$ cat config.mk
export PLATFORM = sky130hd
export DESIGN_NAME = epoch_seconds_to_calendar_top
export DESIGN_NICKNAME = d
export VERILOG_FILES = /design/src/rtl/core/ecal_pkg.sv /design/src/rtl/core/ecal_day_split.sv /design/src/rtl/core/ecal_date.sv /design/src/rtl/core/ecal_clock.sv /design/src/rtl/core/epoch_seconds_to_calendar_top.sv
export SDC_FILE = /design/constraint.sdc
export NUM_CORES = 2
export LEC_CHECK = 0
export ABC_AREA = 1
export BUFFER_PORTS_ARGS = -buffer_cell sky130_fd_sc_hd__buf_2
export CAP_MARGIN = 20
export CELL_PAD_IN_SITES_DETAIL_PLACEMENT = 0
export CELL_PAD_IN_SITES_GLOBAL_PLACEMENT = 2
export CORE_MARGIN = 5
export CORE_UTILIZATION = 44
export CTS_BUF_LIST = sky130_fd_sc_hd__clkbuf_16
export DETAILED_ROUTE_END_ITERATION = 12
export PLACE_DENSITY = 0.82
export RECOVER_POWER = 50
export SLEW_MARGIN = 20
export SYNTH_ARGS = -nofsm -noshare
export SYNTH_HDL_FRONTEND = slang
export SYNTH_SLANG_ARGS = --single-unit
$ cat constraint.sdc
create_clock -name clk -period 20.3 [get_ports clk]
set_input_delay 4.06 -clock clk [delete_from_list [all_inputs] [get_ports clk]]
set_output_delay 4.06 -clock clk [all_outputs]
set_load 0.02 [all_outputs]
$ cat src/rtl/core/ecal_pkg.sv
package ecal_pkg;

	// register stages from input to result
	localparam int NumStages = 9;

	typedef logic [NumStages-1:0] stage_en_t;

	// seconds to whole days: shift out 2^7, then divide by 675
	localparam logic [16:0] SecsPerDay = 17'd86400;
	localparam int DayShift = 7;
	localparam int DayOdd = 675;
	localparam int DayRecipShift = 40;
	localparam logic [30:0] DayRecip = 31'((41'd1 << DayRecipShift) / DayOdd);

	// days since 1968-01-01 are split into 4-year cycles
	localparam logic [16:0] EpochShift = 17'd731;
	localparam logic [15:0] DaysPerCycle = 16'd1461;
	localparam int CycRecipShift = 32;
	localparam logic [21:0] CycRecip = 22'((33'd1 << CycRecipShift) / 1461);
	// first day after 2100-02-28, counted from 1970; a dummy leap day is inserted there
	localparam logic [15:0] SkipLeapDay = 16'd47541;
	localparam logic [7:0] BaseYearRel = 8'd68;
	localparam logic [7:0] Year2100Rel = 8'd200;
	localparam logic [8:0] MarchFirstLeap = 9'd60;

	localparam logic [10:0] YearEnd0 = 11'd366;
	localparam logic [10:0] YearEnd1 = 11'd731;
	localparam logic [10:0] YearEnd2 = 11'd1096;

	localparam logic [16:0] EpochWeekday = 17'd4;
	localparam logic [3:0] DaysPerWeek = 4'd7;

	localparam logic [16:0] SecsPerHour = 17'd3600;
	localparam int HourRecipShift = 24;
	localparam logic [12:0] HourRecip = 13'((25'd1 << HourRecipShift) / 3600);
	localparam logic [11:0] SecsPerMin = 12'd60;
	localparam int MinRecipShift = 16;
	localparam logic [10:0] MinRecip = 11'((17'd1 << MinRecipShift) / 60);

	localparam logic [3:0] MonthsPerYear = 4'd12;

	// day of year on which month m starts
	function automatic logic [8:0] month_start(input logic leap, input logic [3:0] m);
		logic [8:0] s;
		case (m)
			4'd0: s = 9'd0;
			4'd1: s = 9'd31;
			4'd2: s = 9'd59;
			4'd3: s = 9'd90;
			4'd4: s = 9'd120;
			4'd5: s = 9'd151;
			4'd6: s = 9'd181;
			4'd7: s = 9'd212;
			4'd8: s = 9'd243;
			4'd9: s = 9'd273;
			4'd10: s = 9'd304;
			4'd11: s = 9'd334;
			default: s = 9'd0;
		endcase
		if (leap && m >= 4'd2) begin
			s = s + 9'd1;
		end
		return s;
	endfunction

endpackage

$ cat src/rtl/core/ecal_day_split.sv
module ecal_day_split (
	input  logic              clk,
	input  ecal_pkg::stage_en_t en,
	input  logic [31:0]       epoch_seconds,
	output logic [15:0]       days_s3,
	output logic [16:0]       rem_s3
);
	import ecal_pkg::*;

	logic [55:0] prod_s1;
	logic [31:0] secs_s1;
	logic [15:0] q_s2;
	logic [31:0] qm_s2;
	logic [31:0] secs_s2;
	logic [15:0] q_est;
	logic [31:0] r_est;

	assign q_est = prod_s1[DayRecipShift+15:DayRecipShift];
	assign r_est = secs_s2 - qm_s2;

	always_ff @(posedge clk) begin
		if (en[0]) begin
			prod_s1 <= {31'd0, epoch_seconds[31:DayShift]} * {25'd0, DayRecip};
			secs_s1 <= epoch_seconds;
		end
		if (en[1]) begin
			q_s2 <= q_est;
			qm_s2 <= {16'd0, q_est} * {15'd0, SecsPerDay};
			secs_s2 <= secs_s1;
		end
		// estimate is low by at most one day
		if (en[2]) begin
			if (r_est >= {15'd0, SecsPerDay}) begin
				days_s3 <= q_s2 + 16'd1;
				rem_s3 <= r_est[16:0] - SecsPerDay;
			end else begin
				days_s3 <= q_s2;
				rem_s3 <= r_est[16:0];
			end
		end
	end

endmodule

$ cat src/rtl/core/ecal_date.sv
module ecal_date (
	input  logic              clk,
	input  ecal_pkg::stage_en_t en,
	input  logic [15:0]       days_s3,
	output logic [7:0]        year_s9,
	output logic [3:0]        month_s9,
	output logic [4:0]        mday_s9,
	output logic [8:0]        yday_s9,
	output logic [2:0]        wday_s9
);
	import ecal_pkg::*;

	logic [15:0] d_s4;
	logic [37:0] dprod_s4;
	logic [2:0]  wday_s4;
	logic [15:0] d_s5;
	logic [5:0]  c_s5;
	logic [15:0] cm_s5;
	logic [2:0]  wday_s5;
	logic [5:0]  c_s6;
	logic [10:0] r_s6;
	logic [2:0]  wday_s6;
	logic [7:0]  year_s7;
	logic [8:0]  yday_s7;
	logic        leap_s7;
	logic [2:0]  wday_s7;
	logic [7:0]  year_s8;
	logic [8:0]  yday_s8;
	logic [3:0]  month_s8;
	logic [4:0]  mday_s8;
	logic [2:0]  wday_s8;

	logic [16:0] d_shift;
	logic [16:0] wk_t;
	logic [5:0]  wk_g;
	logic [3:0]  wk_f;
	logic [2:0]  wk_w;
	logic [5:0]  c_est;
	logic [15:0] r_est;
	logic [1:0]  yoff;
	logic [10:0] ystart;
	logic [3:0]  mon;
	logic [8:0]  mday_w;

	// dummy Feb 29 in 2100 keeps the 4-year cycle uniform
	always_comb begin
		d_shift = {1'b0, days_s3} + EpochShift;
		if (days_s3 >= SkipLeapDay) begin
			d_shift = d_shift + 17'd1;
		end
	end

	// (days + 4) mod 7, folding octal digits since 8 = 1 mod 7
	always_comb begin
		wk_t = {1'b0, days_s3} + EpochWeekday;
		wk_g = {3'd0, wk_t[2:0]} + {3'd0, wk_t[5:3]} + {3'd0, wk_t[8:6]}
			+ {3'd0, wk_t[11:9]} + {3'd0, wk_t[14:12]} + {4'd0, wk_t[16:15]};
		wk_f = {1'b0, wk_g[5:3]} + {1'b0, wk_g[2:0]};
		if (wk_f >= DaysPerWeek) begin
			wk_f = wk_f - DaysPerWeek;
		end
		wk_w = wk_f[2:0];
	end

	assign c_est = dprod_s4[CycRecipShift+5:CycRecipShift];
	assign r_est = d_s5 - cm_s5;

	always_comb begin
		if (r_s6 < YearEnd0) begin
			yoff = 2'd0;
			ystart = 11'd0;
		end else if (r_s6 < YearEnd1) begin
			yoff = 2'd1;
			ystart = YearEnd0;
		end else if (r_s6 < YearEnd2) begin
			yoff = 2'd2;
			ystart = YearEnd1;
		end else begin
			yoff = 2'd3;
			ystart = YearEnd2;
		end
	end

	always_comb begin
		mon = 4'd0;
		for (int m = 1; m < 12; m++) begin
			if (yday_s7 >= month_start(leap_s7, 4'(m))) begin
				mon = mon + 4'd1;
			end
		end
		mday_w = yday_s7 - month_start(leap_s7, mon) + 9'd1;
	end

	always_ff @(posedge clk) begin
		if (en[3]) begin
			d_s4 <= d_shift[15:0];
			dprod_s4 <= {22'd0, d_shift[15:0]} * {16'd0, CycRecip};
			wday_s4 <= wk_w;
		end
		if (en[4]) begin
			d_s5 <= d_s4;
			c_s5 <= c_est;
			cm_s5 <= {10'd0, c_est} * DaysPerCycle;
			wday_s5 <= wday_s4;
		end
		if (en[5]) begin
			if (r_est >= DaysPerCycle) begin
				c_s6 <= c_s5 + 6'd1;
				r_s6 <= 11'(r_est - DaysPerCycle);
			end else begin
				c_s6 <= c_s5;
				r_s6 <= r_est[10:0];
			end
			wday_s6 <= wday_s5;
		end
		if (en[6]) begin
			year_s7 <= BaseYearRel + {c_s6, 2'b00} + {6'd0, yoff};
			yday_s7 <= 9'(r_s6 - ystart);
			leap_s7 <= (yoff == 2'd0);
			wday_s7 <= wday_s6;
		end
		if (en[7]) begin
			year_s8 <= year_s7;
			yday_s8 <= yday_s7;
			month_s8 <= mon;
			mday_s8 <= mday_w[4:0];
			wday_s8 <= wday_s7;
		end
		// take the dummy leap day back out of 2100's day count
		if (en[8]) begin
			year_s9 <= year_s8;
			month_s9 <= month_s8;
			mday_s9 <= mday_s8;
			wday_s9 <= wday_s8;
			if (year_s8 == Year2100Rel && yday_s8 >= MarchFirstLeap) begin
				yday_s9 <= yday_s8 - 9'd1;
			end else begin
				yday_s9 <= yday_s8;
			end
		end
	end

endmodule

$ cat src/rtl/core/ecal_clock.sv
module ecal_clock (
	input  logic              clk,
	input  ecal_pkg::stage_en_t en,
	input  logic [16:0]       rem_s3,
	output logic [4:0]        hour_s9,
	output logic [5:0]        min_s9,
	output logic [5:0]        sec_s9
);
	import ecal_pkg::*;

	logic [16:0] rem_s4;
	logic [29:0] hprod_s4;
	logic [16:0] rem_s5;
	logic [4:0]  h_s5;
	logic [16:0] hm_s5;
	logic [4:0]  hour_s6;
	logic [11:0] rh_s6;
	logic [4:0]  hour_s7;
	logic [11:0] rh_s7;
	logic [22:0] mprod_s7;
	logic [4:0]  hour_s8;
	logic [11:0] rh_s8;
	logic [5:0]  m_s8;
	logic [11:0] mm_s8;

	logic [4:0]  h_est;
	logic [16:0] rh_est;
	logic [5:0]  m_est;
	logic [11:0] s_est;

	assign h_est = hprod_s4[HourRecipShift+4:HourRecipShift];
	assign rh_est = rem_s5 - hm_s5;
	assign m_est = mprod_s7[MinRecipShift+5:MinRecipShift];
	assign s_est = rh_s8 - mm_s8;

	always_ff @(posedge clk) begin
		if (en[3]) begin
			rem_s4 <= rem_s3;
			hprod_s4 <= {13'd0, rem_s3} * {17'd0, HourRecip};
		end
		if (en[4]) begin
			rem_s5 <= rem_s4;
			h_s5 <= h_est;
			hm_s5 <= {12'd0, h_est} * SecsPerHour;
		end
		if (en[5]) begin
			if (rh_est >= SecsPerHour) begin
				hour_s6 <= h_s5 + 5'd1;
				rh_s6 <= 12'(rh_est - SecsPerHour);
			end else begin
				hour_s6 <= h_s5;
				rh_s6 <= rh_est[11:0];
			end
		end
		if (en[6]) begin
			hour_s7 <= hour_s6;
			rh_s7 <= rh_s6;
			mprod_s7 <= {11'd0, rh_s6} * {12'd0, MinRecip};
		end
		if (en[7]) begin
			hour_s8 <= hour_s7;
			rh_s8 <= rh_s7;
			m_s8 <= m_est;
			mm_s8 <= {6'd0, m_est} * SecsPerMin;
		end
		if (en[8]) begin
			hour_s9 <= hour_s8;
			if (s_est >= SecsPerMin) begin
				min_s9 <= m_s8 + 6'd1;
				sec_s9 <= 6'(s_est - SecsPerMin);
			end else begin
				min_s9 <= m_s8;
				sec_s9 <= s_est[5:0];
			end
		end
	end

endmodule

$ cat src/rtl/core/epoch_seconds_to_calendar_top.sv
// Throughput: one word per cycle while out_stall is low. Words pass through
// nine register stages to the output register; each stage loads whenever it
// is empty or its successor loads, so bubbles close up while the output stalls.
// Reset: arst_n clears the stage valid bits asynchronously; data registers
// are not reset.
module epoch_seconds_to_calendar_top (
	input  logic        clk,
	input  logic        arst_n,
	input  logic        in_valid,
	output logic        in_stall,
	input  logic [31:0] epoch_seconds,
	output logic        out_valid,
	input  logic        out_stall,
	output logic [7:0]  year_since_1900,
	output logic [3:0]  month_index,
	output logic [4:0]  day_of_month,
	output logic [8:0]  day_of_year,
	output logic [2:0]  weekday,
	output logic [4:0]  hour_of_day,
	output logic [5:0]  minute_of_hour,
	output logic [5:0]  second_of_minute
);
	import ecal_pkg::*;

	localparam int Last = NumStages - 1;

	stage_en_t         en;
	logic [Last:0]     valid_q;
	logic [15:0]       days_s3;
	logic [16:0]       rem_s3;

	always_comb begin
		en[Last] = !valid_q[Last] || !out_stall;
		for (int k = Last - 1; k >= 0; k--) begin
			en[k] = !valid_q[k] || en[k+1];
		end
	end

	always_ff @(posedge clk or negedge arst_n) begin
		if (!arst_n) begin
			valid_q <= '0;
		end else begin
			if (en[0]) begin
				valid_q[0] <= in_valid;
			end
			for (int k = 1; k <= Last; k++) begin
				if (en[k]) begin
					valid_q[k] <= valid_q[k-1];
				end
			end
		end
	end

	assign in_stall = !en[0];
	assign out_valid = valid_q[Last];

	ecal_day_split u_split (
		.clk           (clk),
		.en            (en),
		.epoch_seconds (epoch_seconds),
		.days_s3       (days_s3),
		.rem_s3        (rem_s3)
	);

	ecal_date u_date (
		.clk      (clk),
		.en       (en),
		.days_s3  (days_s3),
		.year_s9  (year_since_1900),
		.month_s9 (month_index),
		.mday_s9  (day_of_month),
		.yday_s9  (day_of_year),
		.wday_s9  (weekday)
	);

	ecal_clock u_clock (
		.clk     (clk),
		.en      (en),
		.rem_s3  (rem_s3),
		.hour_s9 (hour_of_day),
		.min_s9  (minute_of_hour),
		.sec_s9  (second_of_minute)
	);

`ifndef SYNTHESIS
	// a full pipeline with a stalled output cannot take a word
	a_full_stall: assert property (@(posedge clk) disable iff (!arst_n)
		(&valid_q && out_stall) |-> in_stall)
		else $error("input accepted while pipeline full and stalled");

	// an accepted word reaches stage one
	a_enter: assert property (@(posedge clk) disable iff (!arst_n)
		(in_valid && !in_stall) |=> valid_q[0])
		else $error("accepted word lost at entry");

	a_ranges: assert property (@(posedge clk) disable iff (!arst_n)
		out_valid |-> (month_index < MonthsPerYear && day_of_month != 5'd0
			&& weekday < 3'd7 && hour_of_day < 5'd24 && minute_of_hour < 6'd60
			&& second_of_minute < 6'd60 && day_of_year <= 9'd365))
		else $error("result field out of range");

	a_feb: assert property (@(posedge clk) disable iff (!arst_n)
		(out_valid && month_index == 4'd1) |-> day_of_month <= 5'd29)
		else $error("february day out of range");

	a_year_end: assert property (@(posedge clk) disable iff (!arst_n)
		(out_valid && day_of_year == 9'd365) |-> (month_index == 4'd11
			&& day_of_month == 5'd31))
		else $error("day 365 is not december 31");
`endif

endmodule
==> metrics <==
RSZ-0062 raised after global routing no; Synth warnings 0; total track usage about 18%; Core ar. roughly 0.10 mm²; DP HPWL around 80000 µm; TritonCTS clock tree built; Tmin final 12890 ps; # clock sinks approximately 470; register bit total from synthesis roughly 470; FFs w/ async S/R, synth just under 2%; initial antenna violation count 4; vias in the first global route ~30000; Placer Congestion 0.9035; Via density roughly 4.9; Tcrit/Tclk final between 60% and 70%; Hold Crit Class flop to flop; failing checks capacitance limit, slew limit; setup slack at placement 8269 ps; CTS hold repair buffers 0; clock buffer depth 3; CP peak stage delay between 900 and 1000 ps; crit path kind primary input to output port; Synth Flop Type edfxtp_1; area grow syn2layout 8.637%; CTS clock-pin slew for the worst setup and hold paths 60 ps; # diodes 0; most frequent cells in the layout 1022 x inv_1, 828 x ha_1, 495 x nand2_1; Rows 118; Net count, final slightly below 6000; DRC violations left 0; post-CTS setup buffers 0; ANT nets after route 0; Root Buffer clkbuf_16; H-tree depth 2; Most common cell on crit path nor2_1; total CTS buffers 52; worst slew pin tran 1801 ps; die area roughly 0.11 mm²; Yosys cell types between 50 and 60; register area 0.01392 mm²; Die Wd 332.2 µm; first-pass GRT wire length 160000 µm; Initial DRT Pass Iterations 5; CP Data Arrival Time a little under 9000 ps; drt wl/cell between 15 and 20 µm; final setup fails 0; final worst slack approximately 7400 ps; clk_lat worst skew approximately 630 ps; Max Freq 77.58 MHz; worst-path cell chain buf_2 > nand2_1 > nor2_1 > inv_2 > nor2_1 > clkinv_1 > nor2_1 > inv_1 > nor2_1 > inv_2 > buf_4 > nor2_1 > clkinv_2 > nor2_1 > inv_1 > nor2_1 > clkinv_2 > nor2_1 > buf_2; largest net degree at the start of global routing 74; CP max FO 70; Slew HR -20.34%; register area share after synthesis 30.47%; CP Launch Type primary input; multi-input logic area 0.02783 mm²; cell count after synthesis between 4000 and 5000; layout cells sized above 1 roughly 4.7%; number of synthesized flops with an enable pin about 460; Setup crit end kind output port; Detailed Route WL ~97000 µm; GR Overflow Total 0; First DRT Iteration DRCs 1285; Critical Path RT 16240 ps; setup_tns 0 ps; IO Pins between 80 and 90; Finished Layout Cells 6044; most common cell after layout, fill and taps aside inv_1; Initial Util around 44%; Post-Syn Area around 0.046 mm²; port bufs a little over 80; status complete, but fails checks; detailed-route via count roughly 29000; Placed Cells roughly 5900; Syn Area/Cell 10.18 µm²; CTS resizes 0; max_cap viols 2; final hold vios 0; Die H 332.2 µm; Clock Skew roughly 40 ps; worst hold slack roughly 400 ps; syn_nets approximately 5800; Worst path slowest cell nand2_1; Max Slew Vio Count 97; fill count ~10000
==> cell usage after synthesis, drive strengths merged (12+ instances only) <==
cell	instances	area (µm²)
xor2	193	1690
inv	1031	3875
o21bai	12	90.09
nor2	211	824.5
fa	401	8028
or2	15	93.84
nor4	17	106.4
nand2	522	2077
o21ai	142	721.9
nand4	32	221.5
xnor2	54	473.0
ha	828	10360
nor3	43	215.2
a21oi	222	1126
nand3	174	965.9
edfxtp	456	13690
a31oi	23	143.9
==> metrics by stage <==
stage / utilization (%) / instance area, µm²
floorplan: - / 45680
global placement: 46.29 / 47840
detailed placement: 46.29 / 47840
CTS: 48.07 / 49680
global route: 48.01 / 49620
finish: 48.01 / 49620
==> critical path, delay by kind of cell <==
| kind | cells | cell delay [ps] |
|---|---|---|
| buffers and inverters | 10 | 1870 |
| and+or+nand+nor | 9 | 2850 |
==> layer usage <==
| layer | global-route usage (%) | up-vias | wire [µm] |
|---|---|---|---|
| met5 | 0 | - | 0 |
| met4 | 3.719 | 0 | 2050 |
| met3 | 2.030 | 111 | 3357 |
| met2 | 31.06 | 400 | 46160 |
| met1 | 24.33 | 13922 | 45090 |
| li1 | - | 14951 | - |
==> registers in the layout (all words and copies together), names as in the netlist, 11 cells and up <==
| name | count |
|---|---|
| u_date.d_s5 | 16 |
| u_clock.rem_s4 | 17 |
| u_clock.rh_s8 | 12 |
| u_date.cm_s5 | 16 |
| u_split.q_s2 | 16 |
| u_split.qm_s2 | 24 |
| u_split.secs_s1 | 32 |
| u_split.rem_s3 | 17 |
| u_clock.rh_s6 | 12 |
| u_clock.rem_s5 | 17 |
| u_clock.rh_s7 | 12 |
| u_split.secs_s2 | 32 |
| u_date.d_s4 | 16 |
| u_date.r_s6 | 11 |
| u_split.days_s3 | 16 |
| u_split.prod_s1 | 16 |
==> cell type report <==
| cell class | instances | area share [%] |
|---|---|---|
| Timing Repair Buffer | 92 | 0.8649 |
| Clock buffer | 52 | 2.622 |
| Multi-Input combinational cell | 2978 | 56.08 |
| Clock inverter | 46 | 1.089 |
| Tap cell | 1380 | 3.480 |
| Inverter | 1031 | 7.814 |
| Sequential cell | 465 | 28.05 |
==> cells by family after synthesis <==
| kind of cell | synth area share [%] |
|---|---|
| DFF | 30.47 |
| xor gates and xnor gates | 4.736 |
| adders and majority gates | 40.26 |
| AOI/OAI and AO/OA | 5.827 |
| and+or+nand+nor | 10.09 |
| muxes | 0.02465 |
| buffers and inverters | 8.593 |
==> worst paths after layout <==
check / endpoint / startpoint / depth (start not counted) / slack [ps]
max in group asynchronous: valid_q[1]$_DFFE_PN0P_ / arst_n / 1 / 16300
min in group asynchronous: valid_q[8]$_DFFE_PN0P_ / arst_n / 1 / 3490
worst min-delay path: u_date.d_s5[7]$_DFFE_PP_ / u_date.d_s4[7]$_DFFE_PP_ / 0 / 400
worst max-delay path: in_stall / out_stall / 19 / 7410
worst min register to register: u_date.d_s5[7]$_DFFE_PP_ / u_date.d_s4[7]$_DFFE_PP_ / 0 / 400
worst max register to register: u_date.mday_s8[4]$_DFFE_PP_ / u_date.leap_s7$_DFFE_PP_ / 58 / 10850
Power is left out: the tool's default activity adds up to more than one toggle a clock period on the data nets, which glitch-free logic cannot reach.
